<file path="src/hdl/epwf_pkg.sv">
`timescale 1ns / 1ps
`default_nettype none
package epwf_pkg;

  localparam int QueueDepth = 4;

  localparam logic [1:0] FUNC_WRITE = 2'd0;
  localparam logic [1:0] FUNC_READ  = 2'd1;
  localparam logic [1:0] FUNC_DATA  = 2'd2;

  localparam logic [1:0] STAT_OK      = 2'd0;
  localparam logic [1:0] STAT_RANGE   = 2'd1;
  localparam logic [1:0] STAT_NODATA  = 2'd2;

  localparam logic REG_DEVICE_TYPE = 1'b0;
  localparam logic REG_BASE_ADDR   = 1'b1;

  localparam logic [3:0] TYPE_LAST  = 4'd9;
  localparam logic [3:0] TYPE_RESET = 4'd1;
  localparam logic [6:0] BASE_RESET = 7'd80;

  typedef enum logic [2:0] {
    KIND_WSTART = 3'd0,
    KIND_ADDR   = 3'd1,
    KIND_DATA   = 3'd2,
    KIND_STOP   = 3'd3,
    KIND_RSTART = 3'd4,
    KIND_STATUS = 3'd5
  } tok_kind_t;

  typedef enum logic [1:0] {
    CMD_STATUS = 2'd0,
    CMD_READ   = 2'd1,
    CMD_DATA   = 2'd2
  } cmd_op_t;

  typedef enum logic [2:0] {
    STEP_WSTART = 3'd0,
    STEP_AHI    = 3'd1,
    STEP_ALO    = 3'd2,
    STEP_BODY   = 3'd3,
    STEP_STOP   = 3'd4
  } step_t;

  typedef struct packed {
    cmd_op_t     op;
    step_t       first_step;
    logic        stop;
    logic        two_byte;
    logic [6:0]  dev;
    logic [6:0]  base;
    logic [15:0] mem;
    logic [15:0] count;
    logic [7:0]  data;
    logic [1:0]  status;
  } cmd_t;

  function automatic logic [16:0] part_cap(input logic [3:0] t);
    logic [16:0] c;
    case (t)
      4'd0: c = 17'd128;
      4'd1: c = 17'd256;
      4'd2: c = 17'd512;
      4'd3: c = 17'd1024;
      4'd4: c = 17'd2048;
      4'd5: c = 17'd4096;
      4'd6: c = 17'd8192;
      4'd7: c = 17'd16384;
      4'd8: c = 17'd32768;
      default: c = 17'd65536;
    endcase
    return c;
  endfunction

  function automatic logic [6:0] page_mask(input logic [3:0] t);
    logic [6:0] m;
    case (t)
      4'd0, 4'd1: m = 7'd7;
      4'd2, 4'd3, 4'd4: m = 7'd15;
      4'd5, 4'd6: m = 7'd31;
      4'd7, 4'd8: m = 7'd63;
      default: m = 7'd127;
    endcase
    return m;
  endfunction

  function automatic logic two_addr_bytes(input logic [3:0] t);
    return (t > 4'd4);
  endfunction

  function automatic logic [6:0] i2c_addr(input logic [3:0] t, input logic [6:0] base,
                                         input logic [15:0] mem);
    logic [6:0] d;
    case (t)
      4'd2: d = {base[6:1], mem[8]};
      4'd3: d = {base[6:2], mem[9:8]};
      4'd4: d = {base[6:3], mem[10:8]};
      default: d = base;
    endcase
    return d;
  endfunction

endpackage
`default_nettype wire

</file>
<file path="src/hdl/epwf_front.sv">
`timescale 1ns / 1ps
`default_nettype none
module epwf_front (
  input  wire logic                clk,
  input  wire logic                rst_n,
  input  wire logic                cfg_we,
  input  wire logic                cfg_index,
  input  wire logic [6:0]          cfg_wdata,
  input  wire logic                accept,
  input  wire logic [1:0]          func,
  input  wire logic [15:0]         start_address,
  input  wire logic [15:0]         length,
  input  wire logic [7:0]          data_byte,
  output logic                     push,
  output epwf_pkg::cmd_t           cmd
);

  logic [3:0]  device_type_r, device_type_nxt;
  logic [6:0]  base_addr_r, base_addr_nxt;
  logic [15:0] cur_addr_r, cur_addr_nxt;
  logic [15:0] remaining_r, remaining_nxt;
  logic        write_active_r, write_active_nxt;
  logic        chunk_open_r, chunk_open_nxt;

  logic [3:0]  tsel;
  logic [16:0] span;
  logic [15:0] addr_inc;
  logic [15:0] rem_dec;
  logic        stop;

  always_ff @(posedge clk) begin
    if (!rst_n) begin
      device_type_r  <= epwf_pkg::TYPE_RESET;
      base_addr_r    <= epwf_pkg::BASE_RESET;
      cur_addr_r     <= '0;
      remaining_r    <= '0;
      write_active_r <= 1'b0;
      chunk_open_r   <= 1'b0;
    end else begin
      device_type_r  <= device_type_nxt;
      base_addr_r    <= base_addr_nxt;
      cur_addr_r     <= cur_addr_nxt;
      remaining_r    <= remaining_nxt;
      write_active_r <= write_active_nxt;
      chunk_open_r   <= chunk_open_nxt;
    end
  end

  always_comb begin
    device_type_nxt = device_type_r;
    base_addr_nxt   = base_addr_r;
    if (cfg_we) begin
      case (cfg_index)
        epwf_pkg::REG_DEVICE_TYPE: device_type_nxt = cfg_wdata[3:0];
        epwf_pkg::REG_BASE_ADDR:   base_addr_nxt   = cfg_wdata;
        default: ;
      endcase
    end
  end

  always_comb begin
    tsel     = (device_type_r > epwf_pkg::TYPE_LAST) ? epwf_pkg::TYPE_LAST : device_type_r;
    span     = {1'b0, start_address} + {1'b0, length};
    addr_inc = cur_addr_r + 16'd1;
    rem_dec  = remaining_r - 16'd1;
    stop     = (rem_dec == 16'd0) || ((addr_inc[6:0] & epwf_pkg::page_mask(tsel)) == 7'd0);

    cur_addr_nxt     = cur_addr_r;
    remaining_nxt    = remaining_r;
    write_active_nxt = write_active_r;
    chunk_open_nxt   = chunk_open_r;
    push             = 1'b0;

    cmd            = '0;
    cmd.op         = epwf_pkg::CMD_STATUS;
    cmd.first_step = epwf_pkg::STEP_BODY;
    cmd.two_byte   = epwf_pkg::two_addr_bytes(tsel);
    cmd.base       = base_addr_r;
    cmd.data       = data_byte;
    cmd.count      = length;
    cmd.mem        = start_address;
    cmd.dev        = epwf_pkg::i2c_addr(tsel, base_addr_r, start_address);
    cmd.status     = epwf_pkg::STAT_OK;

    case (func)
      epwf_pkg::FUNC_WRITE, epwf_pkg::FUNC_READ: begin
        push             = accept;
        write_active_nxt = 1'b0;
        chunk_open_nxt   = 1'b0;
        if (length == 16'd0) begin
          cmd.status = epwf_pkg::STAT_OK;
        end else if (span > epwf_pkg::part_cap(tsel)) begin
          cmd.status = epwf_pkg::STAT_RANGE;
        end else if (func == epwf_pkg::FUNC_WRITE) begin
          cur_addr_nxt     = start_address;
          remaining_nxt    = length;
          write_active_nxt = 1'b1;
        end else begin
          cmd.op         = epwf_pkg::CMD_READ;
          cmd.first_step = epwf_pkg::STEP_WSTART;
        end
      end
      epwf_pkg::FUNC_DATA: begin
        push = accept;
        if (!write_active_r) begin
          cmd.status = epwf_pkg::STAT_NODATA;
        end else begin
          cmd.op         = epwf_pkg::CMD_DATA;
          cmd.first_step = chunk_open_r ? epwf_pkg::STEP_BODY : epwf_pkg::STEP_WSTART;
          cmd.mem        = cur_addr_r;
          cmd.dev        = epwf_pkg::i2c_addr(tsel, base_addr_r, cur_addr_r);
          cmd.stop       = stop;
          cur_addr_nxt     = addr_inc;
          remaining_nxt    = rem_dec;
          chunk_open_nxt   = !stop;
          write_active_nxt = (rem_dec != 16'd0);
        end
      end
      default: ;
    endcase

    if (!accept) begin
      cur_addr_nxt     = cur_addr_r;
      remaining_nxt    = remaining_r;
      write_active_nxt = write_active_r;
      chunk_open_nxt   = chunk_open_r;
    end
  end

endmodule
`default_nettype wire

</file>
<file path="src/hdl/epwf_queue.sv">
`timescale 1ns / 1ps
`default_nettype none
module epwf_queue #(
  parameter int DEPTH = epwf_pkg::QueueDepth
) (
  input  wire logic           clk,
  input  wire logic           rst_n,
  input  wire logic           push,
  input  wire epwf_pkg::cmd_t push_cmd,
  input  wire logic           pop,
  output epwf_pkg::cmd_t      head,
  output logic                empty,
  output logic                full
);

  localparam int PtrW = (DEPTH > 1) ? $clog2(DEPTH) : 1;
  localparam int CntW = $clog2(DEPTH + 1);
  localparam logic [PtrW-1:0] PtrLast = PtrW'(DEPTH - 1);
  localparam logic [CntW-1:0] CntFull = CntW'(DEPTH);

  epwf_pkg::cmd_t entries_r [DEPTH];
  logic [PtrW-1:0] wr_ptr_r, wr_ptr_nxt;
  logic [PtrW-1:0] rd_ptr_r, rd_ptr_nxt;
  logic [CntW-1:0] count_r, count_nxt;
  logic            do_push;
  logic            do_pop;

  always_comb begin
    empty   = (count_r == '0);
    full    = (count_r == CntFull);
    do_push = push && !full;
    do_pop  = pop && !empty;
    head    = entries_r[rd_ptr_r];

    wr_ptr_nxt = wr_ptr_r;
    rd_ptr_nxt = rd_ptr_r;
    count_nxt  = count_r;
    if (do_push) begin
      wr_ptr_nxt = (wr_ptr_r == PtrLast) ? '0 : wr_ptr_r + PtrW'(1);
    end
    if (do_pop) begin
      rd_ptr_nxt = (rd_ptr_r == PtrLast) ? '0 : rd_ptr_r + PtrW'(1);
    end
    case ({do_push, do_pop})
      2'b10:   count_nxt = count_r + CntW'(1);
      2'b01:   count_nxt = count_r - CntW'(1);
      default: count_nxt = count_r;
    endcase
  end

  always_ff @(posedge clk) begin
    if (!rst_n) begin
      wr_ptr_r <= '0;
      rd_ptr_r <= '0;
      count_r  <= '0;
    end else begin
      wr_ptr_r <= wr_ptr_nxt;
      rd_ptr_r <= rd_ptr_nxt;
      count_r  <= count_nxt;
    end
  end

  always_ff @(posedge clk) begin
    if (do_push) begin
      entries_r[wr_ptr_r] <= push_cmd;
    end
  end

endmodule
`default_nettype wire

</file>
<file path="src/hdl/epwf_back.sv">
`timescale 1ns / 1ps
`default_nettype none
module epwf_back (
  input  wire logic           clk,
  input  wire logic           rst_n,
  input  wire epwf_pkg::cmd_t head,
  input  wire logic           empty,
  output logic                pop,
  output logic                out_valid,
  input  wire logic           out_stall,
  output logic [2:0]          out_token_kind,
  output logic [7:0]          out_token_value,
  output logic [15:0]         out_read_count,
  output logic [1:0]          out_status,
  output logic                out_last
);

  epwf_pkg::step_t     step_r, step_nxt;
  logic                mid_r, mid_nxt;
  logic                valid_r, valid_nxt;
  epwf_pkg::tok_kind_t kind_r, kind_nxt;
  logic [7:0]          value_r, value_nxt;
  logic [15:0]         count_r, count_nxt;
  logic [1:0]          status_r, status_nxt;
  logic                last_r, last_nxt;

  epwf_pkg::step_t     cur_step;
  epwf_pkg::step_t     next_step;
  logic                done;
  logic                advance;

  always_ff @(posedge clk) begin
    if (!rst_n) begin
      step_r  <= epwf_pkg::STEP_WSTART;
      mid_r   <= 1'b0;
      valid_r <= 1'b0;
    end else begin
      step_r  <= step_nxt;
      mid_r   <= mid_nxt;
      valid_r <= valid_nxt;
    end
  end

  always_ff @(posedge clk) begin
    kind_r   <= kind_nxt;
    value_r  <= value_nxt;
    count_r  <= count_nxt;
    status_r <= status_nxt;
    last_r   <= last_nxt;
  end

  always_comb begin
    cur_step   = mid_r ? step_r : head.first_step;
    advance    = !empty && (!valid_r || !out_stall);
    kind_nxt   = epwf_pkg::KIND_STATUS;
    value_nxt  = 8'd0;
    count_nxt  = 16'd0;
    status_nxt = epwf_pkg::STAT_OK;
    next_step  = epwf_pkg::STEP_BODY;
    done       = 1'b1;

    case (cur_step)
      epwf_pkg::STEP_WSTART: begin
        kind_nxt  = epwf_pkg::KIND_WSTART;
        value_nxt = {1'b0, head.dev};
        next_step = head.two_byte ? epwf_pkg::STEP_AHI : epwf_pkg::STEP_ALO;
        done      = 1'b0;
      end
      epwf_pkg::STEP_AHI: begin
        kind_nxt  = epwf_pkg::KIND_ADDR;
        value_nxt = head.mem[15:8];
        next_step = epwf_pkg::STEP_ALO;
        done      = 1'b0;
      end
      epwf_pkg::STEP_ALO: begin
        kind_nxt  = epwf_pkg::KIND_ADDR;
        value_nxt = head.mem[7:0];
        next_step = epwf_pkg::STEP_BODY;
        done      = 1'b0;
      end
      epwf_pkg::STEP_BODY: begin
        case (head.op)
          epwf_pkg::CMD_READ: begin
            kind_nxt  = epwf_pkg::KIND_RSTART;
            value_nxt = {1'b0, head.dev};
            count_nxt = head.count;
          end
          epwf_pkg::CMD_DATA: begin
            kind_nxt  = epwf_pkg::KIND_DATA;
            value_nxt = head.data;
            next_step = epwf_pkg::STEP_STOP;
            done      = !head.stop;
          end
          default: begin
            kind_nxt   = epwf_pkg::KIND_STATUS;
            status_nxt = head.status;
          end
        endcase
      end
      epwf_pkg::STEP_STOP: begin
        kind_nxt  = epwf_pkg::KIND_STOP;
        value_nxt = {1'b0, head.base};
      end
      default: ;
    endcase
    last_nxt = done;

    pop       = advance && done;
    valid_nxt = advance || (valid_r && out_stall);
    step_nxt  = step_r;
    mid_nxt   = mid_r;
    if (advance) begin
      step_nxt = next_step;
      mid_nxt  = !done;
    end
    if (!advance) begin
      kind_nxt   = kind_r;
      value_nxt  = value_r;
      count_nxt  = count_r;
      status_nxt = status_r;
      last_nxt   = last_r;
    end
  end

  assign out_valid       = valid_r;
  assign out_token_kind  = kind_r;
  assign out_token_value = value_r;
  assign out_read_count  = count_r;
  assign out_status      = status_r;
  assign out_last        = last_r;

endmodule
`default_nettype wire

</file>
<file path="src/hdl/eeprom_page_write_framer.sv">
// The first token of an item passes through the command queue entry and then the output register.
// Throughput: one token per cycle while out_stall is low; an item occupies the token generator
// until it has sent all its tokens, one to five, through its single output register.
// A four-entry command queue lets input items be taken while tokens are still going out.
// Reset (synchronous, active low) sets part type 1 and device address 80, clears the
// write state and empties the queue and the output register.
`timescale 1ns / 1ps
`default_nettype none
module eeprom_page_write_framer #(
  parameter int QUEUE_DEPTH = epwf_pkg::QueueDepth
) (
  input  wire logic        clk,
  input  wire logic        rst_n,
  input  wire logic        cfg_we,
  input  wire logic        cfg_index,
  input  wire logic [6:0]  cfg_wdata,
  input  wire logic        in_valid,
  output logic             in_stall,
  input  wire logic [1:0]  in_func,
  input  wire logic [15:0] in_start_address,
  input  wire logic [15:0] in_length,
  input  wire logic [7:0]  in_data_byte,
  output logic             out_valid,
  input  wire logic        out_stall,
  output logic [2:0]       out_token_kind,
  output logic [7:0]       out_token_value,
  output logic [15:0]      out_read_count,
  output logic [1:0]       out_status,
  output logic             out_last
);

  logic           accept;
  logic           push;
  logic           pop;
  logic           empty;
  logic           full;
  epwf_pkg::cmd_t cmd;
  epwf_pkg::cmd_t head;

  assign in_stall = full;
  assign accept   = in_valid && !full;

  epwf_front u_front (
    .clk           (clk),
    .rst_n         (rst_n),
    .cfg_we        (cfg_we),
    .cfg_index     (cfg_index),
    .cfg_wdata     (cfg_wdata),
    .accept        (accept),
    .func          (in_func),
    .start_address (in_start_address),
    .length        (in_length),
    .data_byte     (in_data_byte),
    .push          (push),
    .cmd           (cmd)
  );

  epwf_queue #(
    .DEPTH (QUEUE_DEPTH)
  ) u_queue (
    .clk      (clk),
    .rst_n    (rst_n),
    .push     (push),
    .push_cmd (cmd),
    .pop      (pop),
    .head     (head),
    .empty    (empty),
    .full     (full)
  );

  epwf_back u_back (
    .clk             (clk),
    .rst_n           (rst_n),
    .head            (head),
    .empty           (empty),
    .pop             (pop),
    .out_valid       (out_valid),
    .out_stall       (out_stall),
    .out_token_kind  (out_token_kind),
    .out_token_value (out_token_value),
    .out_read_count  (out_read_count),
    .out_status      (out_status),
    .out_last        (out_last)
  );

  a_status_last: assert property (@(posedge clk) disable iff (!rst_n)
    out_valid && (out_token_kind == epwf_pkg::KIND_STATUS) |-> out_last)
    else $error("status token not marked last");

  a_close_last: assert property (@(posedge clk) disable iff (!rst_n)
    out_valid && ((out_token_kind == epwf_pkg::KIND_STOP) ||
                  (out_token_kind == epwf_pkg::KIND_RSTART)) |-> out_last)
    else $error("stop or read start token not marked last");

  a_count_only_read: assert property (@(posedge clk) disable iff (!rst_n)
    out_valid && (out_token_kind != epwf_pkg::KIND_RSTART) |-> (out_read_count == 16'd0))
    else $error("read count on a token other than read start");

  a_status_only_status: assert property (@(posedge clk) disable iff (!rst_n)
    out_valid && (out_status != epwf_pkg::STAT_OK) |->
      (out_token_kind == epwf_pkg::KIND_STATUS))
    else $error("error code on a token other than status");

  a_addr_not_last: assert property (@(posedge clk) disable iff (!rst_n)
    out_valid && ((out_token_kind == epwf_pkg::KIND_ADDR) ||
                  (out_token_kind == epwf_pkg::KIND_WSTART)) |-> !out_last)
    else $error("address phase token marked last");

endmodule
`default_nettype wire
</file>
<file path="config.mk">
export PLATFORM = sky130hd
export DESIGN_NAME = eeprom_page_write_framer
export DESIGN_NICKNAME = d
export VERILOG_FILES = /design/src/hdl/epwf_pkg.sv /design/src/hdl/epwf_front.sv /design/src/hdl/epwf_queue.sv /design/src/hdl/epwf_back.sv /design/src/hdl/eeprom_page_write_framer.sv
export SDC_FILE = /design/constraint.sdc
export NUM_CORES = 1
export LEC_CHECK = 0
export ABC_AREA = 1
export ABC_CLOCK_PERIOD_IN_PS = 4100
export BUFFER_PORTS_ARGS = -buffer_cell sky130_fd_sc_hd__buf_2
export CORE_ASPECT_RATIO = 0.9
export CORE_UTILIZATION = 57
export CTS_BUF_LIST = sky130_fd_sc_hd__clkbuf_4 sky130_fd_sc_hd__clkbuf_8
export DETAILED_ROUTE_END_ITERATION = 10
export GPL_ROUTABILITY_DRIVEN = 0
export GPL_TIMING_DRIVEN = 0
export PLACE_DENSITY = 0.79
export SYNTH_ARGS = -nofsm -noshare
export SYNTH_HDL_FRONTEND = slang
export SYNTH_SLANG_ARGS = --single-unit
</file>
<file path="constraint.sdc">
create_clock -name clk -period 4.1 [get_ports clk]
set_input_delay 0.615 -clock clk [delete_from_list [all_inputs] [get_ports clk]]
set_output_delay 0.615 -clock clk [all_outputs]
set_load 0.02 [all_outputs]
</file>
Word-level counts from Yosys, hierarchy flattened
Memory sizes are Yosys's and may differ from the RTL's. A register that Yosys moved wholly into a read port is not among the register bits.
Index checks and enable logic that the tools add are counted.
- bitwise operators: 3
- equality and inequality tests: 20
- add/sub/neg operators: 7
- order comparisons: 3
- reductions and logical operators: 36
- mux-type cells: 55
- operators by type and width (operator ; number):
    2-to-1 mux 16 bit ; 10
    case mux 16 bit (2 select lines) ; 2
    case mux 8 bit (5 select lines) ; 1
    2-to-1 mux 17 bit ; 2
    zero test 16 bit ; 2
    case mux 3 bit (3 select lines) ; 3
    adder 16 x 16 -> 17 bit ; 1
    > comparator 17 bit ; 1
    adder 16 x 1 -> 16 bit, second input constant ; 1
    2-to-1 mux 2 bit ; 8
    case mux 8 bit (2 select lines) ; 1
    nonzero test 16 bit ; 1
    subtractor 16 x 1 -> 16 bit, second input constant ; 1
    2-to-1 mux 3 bit ; 4
    case mux 3 bit (2 select lines) ; 2
    case mux 3 bit (4 select lines) ; 1
    2-to-1 mux 1 bit ; 11
    equality test 2 bit, second input constant ; 5
    2-to-1 mux 5 bit ; 2
    case mux 5 bit (2 select lines) ; 1
    OR reduction 3 bit ; 3
    equality test 4 x 2 -> 1 bit, second input constant ; 2
    2-to-1 mux 4 bit ; 2
    AND reduction 2 bit ; 4
    other kinds (27) ; 53
- word-level logic and storage cells: 144
- memory bits (writable): 252
- memories kept: 3
- output and inout bits: 32
- flip-flop bits (word level): 87
- input port bits: 55
- bits in read-only memories: 224
- memory list (name ; words ; width ; read ports ; clocked after Yosys merged registers in ; write ports ; RTL line ; text):
    u_queue.entries_r ; 4 ; 63 ; 1 ; 1 ; 1 ; epwf_queue.sv:21 ; epwf_pkg::cmd_t entries_r [DEPTH];
    (no name shown) ; 16 ; 10 ; 1 ; 0 ; 0 ; epwf_pkg.sv:60 ; case (t)
    (no name shown) ; 16 ; 4 ; 1 ; 0 ; 0 ; epwf_pkg.sv:77 ; case (t)

Depth between registers and ports, before layout
Gate-level depths: netlist (run 1).
An unclocked memory read counts as a cell.
- depth in word-level cells: 9
- gate-level depth with buffers: 28
- depth with buffers taken out: 27

Hierarchy
From an unflattened synthesis (run 1), not the netlist that was laid out.
- cell total of the unflattened synthesis: 1692
- area, all modules: 16585.9 µm²
- by module, submodules not included (module ; cells an instance ; times used ; area each (µm²)):
    epwf_queue ; 679 ; 1 ; 10088.4
    epwf_front ; 782 ; 1 ; 4564.4
    epwf_back ; 229 ; 1 ; 1923.1
    eeprom_page_write_framer ; 2 ; 1 ; 10.0

Worst setup path before layout (run 1)
OpenSTA, ideal clock, no wires.
- path kind: input to register
- start: in out_stall
- end: reg u_queue.count_r[2]
- setup slack: 0.031 ns
- data arrival time: 3.947 ns
- stages on the path: 12
- required time: 3.978 ns
- cell sequence: nand2_1 inv_1 a31oi_1 nand2_1 inv_1 ha_1 inv_1 fa_1 a21oi_1 o21ai_0 o21ai_0 a21oi_1
- cells in the longest elaborated chain, start to end: 7
- elaborated cells on any way between the ends: 9
- ends and longest elaborated chain (what ; RTL line ; text):
    start, declared ; eeprom_page_write_framer.sv:24 ; input wire logic out_stall,
    zero test 1 bit * ; epwf_back.sv:54 ; advance = !empty && (!valid_r || !out_stall);
    logical OR 1 bit * ; epwf_back.sv:54 ;
    logical AND 1 bit * ; epwf_back.sv:54 ;
    net u_back.advance ; epwf_back.sv:30 ; logic advance;
    logical AND 1 bit * ; epwf_back.sv:108 ; pop = advance && done;
    logical AND 1 bit * ; epwf_queue.sv:32 ; do_pop = pop && !empty;
    net u_queue.do_pop ; epwf_queue.sv:26 ; logic do_pop;
    equality test 2 x 1 -> 1 bit or equality test 2 bit (tied branches) ; epwf_queue.sv:44 ; case ({do_push, do_pop})
    case mux 3 bit (2 select lines) or nonzero test 2 bit (tied branches) ; - ;
    end signal, assigned ; epwf_queue.sv:59 ; count_r <= count_nxt;
    end, declared ; epwf_queue.sv:24 ; logic [CntW-1:0] count_r, count_nxt;
Mark *: on every way through the listed nets, which the timed path passes. The rest lies on a longest branch.
A chain may end at the register's enable or synchronous reset.

Worst setup path in the final report (run 1)
- start: in in_length[0]
- end: mem u_queue.entries_r[2][59] (netlist name) (data pin)
- cells in the longest elaborated chain, start to end: 5
- elaborated cells on any way between the ends: 6
- ends and longest elaborated chain (what ; RTL line ; text):
    start, declared ; eeprom_page_write_framer.sv:21 ; input wire logic [15:0] in_length,
    adder 16 x 16 -> 17 bit ; epwf_front.sv:63 ; span = {1'b0, start_address} + {1'b0, length};
    > comparator 17 bit ; epwf_front.sv:92 ; end else if (span > epwf_pkg::part_cap(tsel)) begin
    2-to-1 mux 5 bit ; epwf_front.sv:92 ;
    2-to-1 mux 5 bit * ; epwf_front.sv:90 ; if (length == 16'd0) begin
    case mux 5 bit (2 select lines) * ; epwf_front.sv:85 ; case (func)
    end, declared ; epwf_queue.sv:21 ;
Mark *: on every way between the ends. The rest lies on a longest branch, timed or not.

==> run summary, run 1 <==
# diodes = 0
Vias per inst = 5.83
Share of the clock period used by the worst path = 91.9%
Endpoints failing hold = 0
Leakage = 6.92 nW
Ports = 87
CP Class = in2reg
Post-Syn Instances = 1537
Initial Utilization = 58.4%
Count leader, synth = nand2_1
Gr usage total = 30.4%
Final routed DRC violation total = 0
Max Slew Vio Count = 0
Clock transition at the registers of the reported paths = 0.06 ns
Avg WL per Cell = 19.3 um
Post-synthesis async set-or-reset flop share = 0%
CP arrival = 4.08 ns
EDFF count, synth = 258
Reg2Reg Depth = 21
CTS tree = done
Distinct cells, synth = 44
Top FF cell, synth = edfxtp_1
Outcome = complete, no violations
Pwr Density = 598 mW/mm2
Seq/Total Area, Yosys = 60.5%
Worst-Skew Late Latency = 0.61 ns
# hold bufs at CTS = 0
Total power draw = 10.2 mW
Seq pwr share = 41.2%
Cell taking the most area after synthesis = edfxtp_1
Vias in the first global route = 11400
Clock Sink Count = 317
Fmax = 0.265 GHz
Maxcap violations = 0
Synth top cells by count = nand2_1, nor2_1, edfxtp_1
Int Pwr = 6.55 mW
Critical path capture point type = flop
Slew @ Worst Pin = 1.07 ns
Num CTS Buffers = 49
# setup viols final = 0
Sw Pwr = 3.62 mW
Max VDD drop = 292 uV
Layout cells sized above 1 = 13.7%
Yosys top cell area share = 52.5%
Largest net degree at the start of global routing = 32
Worst setup SP type = input pin
Die H = 155 um
Nets = 1774
Critical path peak fanout = 7
I/O Buffers = 85
Initial antenna violation count = 0
Warnings, synthesis = 0
DR vias = 12000
Fillers = 1922
RSZ-0062 raised after global routing = no
Area Overhead vs Synth = 15.2%
Share of total power in combinational logic = 30.8%
Worst relative slew slack = 27.9%
Dpl hpwl = 27900 um
Post-CTS Setup Bufs = 0
H-tree depth = 2
Synthesized Nets = 1632
Die area = 0.0265 mm2
First-pass GRT wire length = 60700 um
Final WL = 39800 um
Core footprint = 0.0253 mm2
Switching part of the total power = 35.6%
TritonRoute pass-1 iters = 7
Root Driver = clkbuf_8
DRT antenna net count = 0
Initial drt markers = 1687
Grt ovf = 0
Mapped cell area = 0.0148 mm2
Area contributors post-synth = edfxtp_1, dfxtp_1, nand2_1, nor2_1, o21ai_0
Standard-cell rows = 55
Fin crit period = 3.77 ns
Clock power share = 28.0%
Clk_skew = 0.0357 ns
Worst-case clock buffer depth = 3
Hold path depth = 1
Syn avg cell area = 9.60 um2
Setup Total Neg Slack = 0 ns
Die width = 172 um
Critical Path RT = 4.41 ns
Hold Path Class = in2reg
Flops & latches, synth = 317
==> power by group through the flow <==
stage | Sequential (mW) | Combinational, mW | Clock, mW
final | 4.19 | 3.14 | 2.84
after CTS | 4.18 | 3.08 | 2.85
after global placement | 4.28 | 2.84 | 0
after detailed placement | 4.25 | 3.05 | 0
after floorplan | 4.46 | 1.76 | 0
after global routing | 4.22 | 3.42 | 2.99
==> cell families (layout without fill, tap and decap cells) <==
family / Yosys count / after routing / share of synthesized area, %
and+or+nand+nor: 685 / 685 / 18.7
DFF: 317 / 317 / 60.5
AOI/OAI and AO/OA: 283 / 283 / 10.5
buffers and inverters: 183 / 366 / 5.03
adders and majority gates: 40 / 40 / 3.49
xor gates and xnor gates: 27 / 27 / 1.60
muxes: 2 / 2 / 0.144
==> cell usage in the layout, fill, tap and decap left out, drive strengths merged, types with 4 or more instances in the layout <==
master	synthesis	final
edfxtp	258	258
nor3	15	15
clkbuf	30	114
clkinv	0	5
dfxtp	59	59
a32o	4	4
nand4	15	15
a21oi	81	81
o2111ai	5	5
a221oi	4	4
xor2	25	25
o21ai	149	149
nand3	60	60
buf	33	125
nor2	285	285
inv	120	121
nand2	304	304
o22ai	22	22
ha	38	38
==> sequential cells by signal, indices dropped and copies added, names as in the netlist, 2 cells and up, named ones only <==
| signal | count |
|---|---|
| u_front.cur_addr_r | 16 |
| u_queue.entries_r | 228 |
| u_queue.wr_ptr_r | 2 |
| u_back.out_read_count | 16 |
| u_back.out_token_value | 8 |
| u_front.remaining_r | 16 |
| u_back.out_status | 2 |
| u_front.base_addr_r | 7 |
| u_back.step_r | 3 |
| u_queue.count_r | 3 |
| u_front.device_type_r | 4 |
| u_back.out_token_kind | 3 |
| u_queue.rd_ptr_r | 2 |
==> layer usage <==
| layer | vias up | global-route usage [%] | wire, um |
|---|---|---|---|
| li1 | 5545 | - | - |
| met1 | 5590 | 40.9 | 15200 |
| met2 | 776 | 47.8 | 18400 |
| met3 | 105 | 7.57 | 5090 |
| met4 | 0 | 11.3 | 1130 |
| met5 | - | 0 | 0 |
==> area by class of cell <==
cell class	instances	area (um2)	share of cell area, %
Sequential cell	317	8930	52.5
Timing Repair Buffer	94	651	3.83
Tap cell	342	428	2.52
Clock inverter	7	61.3	0.361
Inverter	120	454	2.67
Buffer	60	300	1.77
Clock buffer	85	1030	6.04
Multi-Input combinational cell	1037	5150	30.3
==> critical path, cell delays in order <==
cell and delay (ns):
buf_2 0.16, ha_1 0.27, fa_1 0.44, nand3_1 0.14, nand2_2 0.10, nand2_2 0.08
nand2_1 0.06, nand3_1 0.08, nand2_1 0.09, a21oi_1 0.13, nor2_1 0.05, nor2_1 0.11
xnor2_1 0.08, ha_1 0.30, nand2_1 0.07, nor2_1 0.17, nand2_1 0.08, nor2_1 0.11
nand3_1 0.07, nor2_1 0.09, nand3_1 0.09, nand2_2 0.14, nand2_1 0.11, nor3_4 0.30
nor2_1 0.14
==> path summary, 6_finish.rpt <==
| check | from | to | slack [ns] |
|---|---|---|---|
| worst max-delay path | in_length[0] | u_queue.entries_r[2][59]$_DFFE_PP_ | 0.33 |
| worst min-delay path | in_data_byte[0] | u_queue.entries_r[1][2]$_DFFE_PP_ | 0.24 |
| worst max register to register | flop | u_queue.count_r[2]$_SDFFE_PN0P_ | 0.35 |
| worst min register to register | u_front.chunk_open_r$_SDFFE_PN0P_ | u_front.chunk_open_r$_SDFFE_PN0P_ | 0.49 |
==> stage by stage <==
step | setup slack [ns] | instance area [um2] | utilization [%] | hold WS [ns] | std cells
2_1_floorplan | 0.0313 | 14800 | - | 0.435 | 1537
3_3_place_gp | -2.09 | 15600 | 61.8 | 0.462 | 1964
3_5_place_dp | -0.659 | 15900 | 62.9 | 0.476 | 1973
4_1_cts | 0.0179 | 17000 | 67.2 | 0.212 | 2064
5_1_grt | 0.0208 | 17000 | 67.3 | 0.219 | 2062
6_report | 0.331 | 17000 | 67.3 | 0.236 | 2062
==> repair_timing <==
action | in CTS | in global routing
gates cloned | 0 | 0
gates resized for setup | 6 | 13
setup endpoints to repair | 6 | 6
No activity file was read; power rests on OpenSTA's default activity.
==> run 2, diff against run 1 <==
--- a/config.mk
+++ b/config.mk
@@ -9,6 +9,7 @@
 export ABC_CLOCK_PERIOD_IN_PS = 4100
 export BUFFER_PORTS_ARGS = -buffer_cell sky130_fd_sc_hd__buf_2
 export CORE_ASPECT_RATIO = 0.9
+export CORE_MARGIN = 8
 export CORE_UTILIZATION = 57
 export CTS_BUF_LIST = sky130_fd_sc_hd__clkbuf_4 sky130_fd_sc_hd__clkbuf_8
 export DETAILED_ROUTE_END_ITERATION = 10
==> run 2 against run 1 <==
Against the previous run: non-clock buffer count did not move; total power fell by 2.2%; maximum frequency fell by 1.8%; register-to-register slack got worse by 0.09 ns; clock skew fell by 0.0050 ns; critical path type is now reg2reg; largest cell class unchanged.
==> run summary, run 2 (same netlist as run 1, synthesis figures left out) <==
Layout cells sized above 1 = 12.8% (was 13.7%)
Placed Area = 0.0159 mm2 (about the same)
Num CTS Buffers = 49 (unchanged)
# hold bufs at CTS = 0 (unchanged)
CTS tree = done (unchanged)
Share of the clock period used by the worst path = 93.6% (was 91.9%)
Critical path capture point type = flop (unchanged)
Final routed DRC violation total = 0 (unchanged)
Worst-Skew Late Latency = 0.58 ns (was 0.61 ns)
Endpoints failing hold = 0 (unchanged)
Root Driver = clkbuf_8 (unchanged)
Clock transition at the registers of the reported paths = 0.06 ns (about the same)
Nets = 1774 (unchanged)
H-tree depth = 2 (unchanged)
Max Slew Vio Count = 0 (unchanged)
First-pass GRT wire length = 60700 um (about the same)
RSZ-0062 raised after global routing = no (unchanged)
Largest net degree at the start of global routing = 30 (was 32)
Core footprint = 0.0258 mm2 (was 0.0253 mm2)
Fillers = 2031 (was 1922)
Vias in the first global route = 11400 (about the same)
Leakage = 6.84 nW (was 6.92 nW)
Final setup margin = 0.262 ns (was 0.331 ns)
Die H = 169 um (was 155 um)
I/O Buffers = 85 (unchanged)
Initial Utilization = 57.2% (was 58.4%)
Critical Path End = u_queue.count_r[2]$_SDFFE_PN0P_ (was u_queue.entries_r[2][59]$_DFFE_PP_)
Most frequent CP cell = nand2_1 (was nor2_1)
Met2 GRT Util = 39.4% (was 47.8%)
Worst relative slew slack = 31.6% (was 27.9%)
Grt peak-use layer = met2 (unchanged)
Fin crit period = 3.84 ns (was 3.77 ns)
Standard-cell rows = 56 (was 55)
Pre-CTS setup slack = -0.747 ns (was -0.659 ns)
Max VDD drop = 238 uV (was 292 uV)
Initial antenna violation count = 0 (unchanged)
Critical path's top delay family = buffers and inverters (was simple AND/OR/NAND/NOR gates)
CP Class = reg2reg (was in2reg)
Final WL = 39300 um (was 39800 um)
Slew @ Worst Pin = 1.02 ns (was 1.07 ns)
Final Cell Area = 0.0169 mm2 (was 0.0170 mm2)
CP arrival = 4.28 ns (was 4.08 ns)
Dpl hpwl = 28000 um (was 27900 um)
Reg area = 0.00893 mm2 (unchanged)
Critical path, cell by cell = buf_2, buf_2, buf_2, nand2_1, a32oi_2, inv_1, ha_1, clkbuf_1, nand2_1, nand2_1, nand2_1, nand2_1, inv_1, ha_1, inv_1, fa_1, a21oi_1, o21ai_0, o21ai_0, a21oi_1
R2r setup slk = 0.26 ns (was 0.35 ns)
Worst setup SP type = flop (was input pin)
Finished Layout Cells = 2064 (was 2062)
Die width = 186 um (was 172 um)
Ports = 87 (unchanged)
Initial drt markers = 1593 (was 1687)
Area Overhead vs Synth = 14.3% (was 15.2%)
Avg WL per Cell = 19.1 um (was 19.3 um)
CP max stage delay = 0.44 ns (about the same)
Clock Sink Count = 317 (unchanged)
Hold Slack = 0.250 ns (was 0.236 ns)
Maxcap violations = 0 (unchanged)
Worst-case clock buffer depth = 3 (unchanged)
Vias per inst = 5.75 (was 5.83)
Fmax = 0.261 GHz (was 0.265 GHz)
TritonRoute pass-1 iters = 8 (was 7)
Largest Register = u_queue.entries_r (unchanged)
Leading cell types in the layout, fill and taps excluded = nand2_1, nor2_1, edfxtp_1, o21ai_0, inv_1 (unchanged)
Pwr Density = 590 mW/mm2 (was 598 mW/mm2)
DR vias = 11900 (was 12000)
Levels on crit path = 20 (was 25)
Hold Path Class = in2reg (unchanged)
Outcome = complete, no violations (unchanged)
Gr usage total = 25.0% (was 30.4%)
# setup viols final = 0 (unchanged)
Clk_skew = 0.0307 ns (was 0.0357 ns)
Max FFs per register = 228 (unchanged)
Dpl cells = 1978 (was 1973)
M3 GR Usage = 5.92% (was 7.57%)
Slowest cell on crit path = buf_2 (was fa_1)
Die area = 0.0313 mm2 (was 0.0265 mm2)
Area of the multi-input gates = 0.00515 mm2 (about the same)
Met1 GRT Util = 33.5% (was 40.9%)
Critical Path RT = 4.54 ns (was 4.41 ns)
Grt ovf = 0 (unchanged)
Worst Path Buf+Inv = 7 (was 1)
Critical path peak fanout = 19 (was 7)
Critical R2R Capture = u_queue.count_r[2]$_SDFFE_PN0P_ (unchanged)
DRT antenna net count = 0 (unchanged)
Reg2Reg Depth = 20 (was 21)
Commonest non-fill, non-tap cell in the layout = nand2_1 (unchanged)
run 2: cell count changes in the layout (fill, tap and decap cells not counted), moves of 2 or more:
cell	change
buf_6	-2
bufinv_16	+2
clkbuf_2	+2
clkinv_1	+12
clkbuf_8	-9
clkbuf_4	-8
run 2: worst min path at each step:
stage | start | endpoint | slack (ns) | depth (start not counted)
floorplan | u_queue.count_r[2]$_SDFFE_PN0P_ | u_back.out_valid$_SDFF_PN0_ | 0.44 | 2
global placement | u_queue.count_r[2]$_SDFFE_PN0P_ | u_back.out_valid$_SDFF_PN0_ | 0.45 | 2
detailed placement | u_queue.count_r[2]$_SDFFE_PN0P_ | u_back.out_valid$_SDFF_PN0_ | 0.46 | 2
CTS | in_data_byte[0] | u_queue.entries_r[0][2]$_DFFE_PP_ | 0.24 | 1
global route | in_data_byte[1] | u_queue.entries_r[2][3]$_DFFE_PP_ | 0.24 | 1
finish | in_data_byte[1] | u_queue.entries_r[2][3]$_DFFE_PP_ | 0.25 | 1
run 2: area by class of cell:
| class | instances | share of cell area, % |
|---|---|---|
| clock buffer | 69 | 5.04 |
| buffer | 60 | 1.69 |
| timing repair buffer | 94 | 3.74 |
| multi-input combinational | 1037 | 30.6 |
| inverter | 120 | 2.67 |
| antenna | 1 | 0.0148 |
| tap | 348 | 2.58 |
| sequential | 317 | 53.0 |
| clock inverter | 18 | 0.742 |
run 2: stage by stage:
step / setup TNS [ns] / total power [mW] / utilization (%)
2_1_floorplan: 0 / 6.22 / -
3_3_place_gp: -431.15 / 7.17 / 60.6
3_5_place_dp: -12.09 / 7.31 / 61.5
4_1_cts: 0 / 9.90 / 65.3
5_1_grt: 0 / 10.4 / 65.4
6_report: 0 / 9.94 / 65.4
run 2: repair_timing:
action / in CTS / in global routing
hold endpoints to repair: 0 / 0
gates resized for setup: 5 / 7
buffers inserted: 0 / 1
pin swaps: 0 / 1
setup endpoints to repair: 10 / 37
run 2: metal layers:
layer	routed length (um)	share of wire, %
met5	0	0
met3	4930	13
met4	1010	2.6
met1	15500	40
met2	17800	45
run 2: report_power, final:
group	internal (mW)	total [mW]	switching (mW)
Sequential	4.03	4.18	0.150
Combinational	0.926	3.14	2.21
Clock	1.45	2.62	1.17
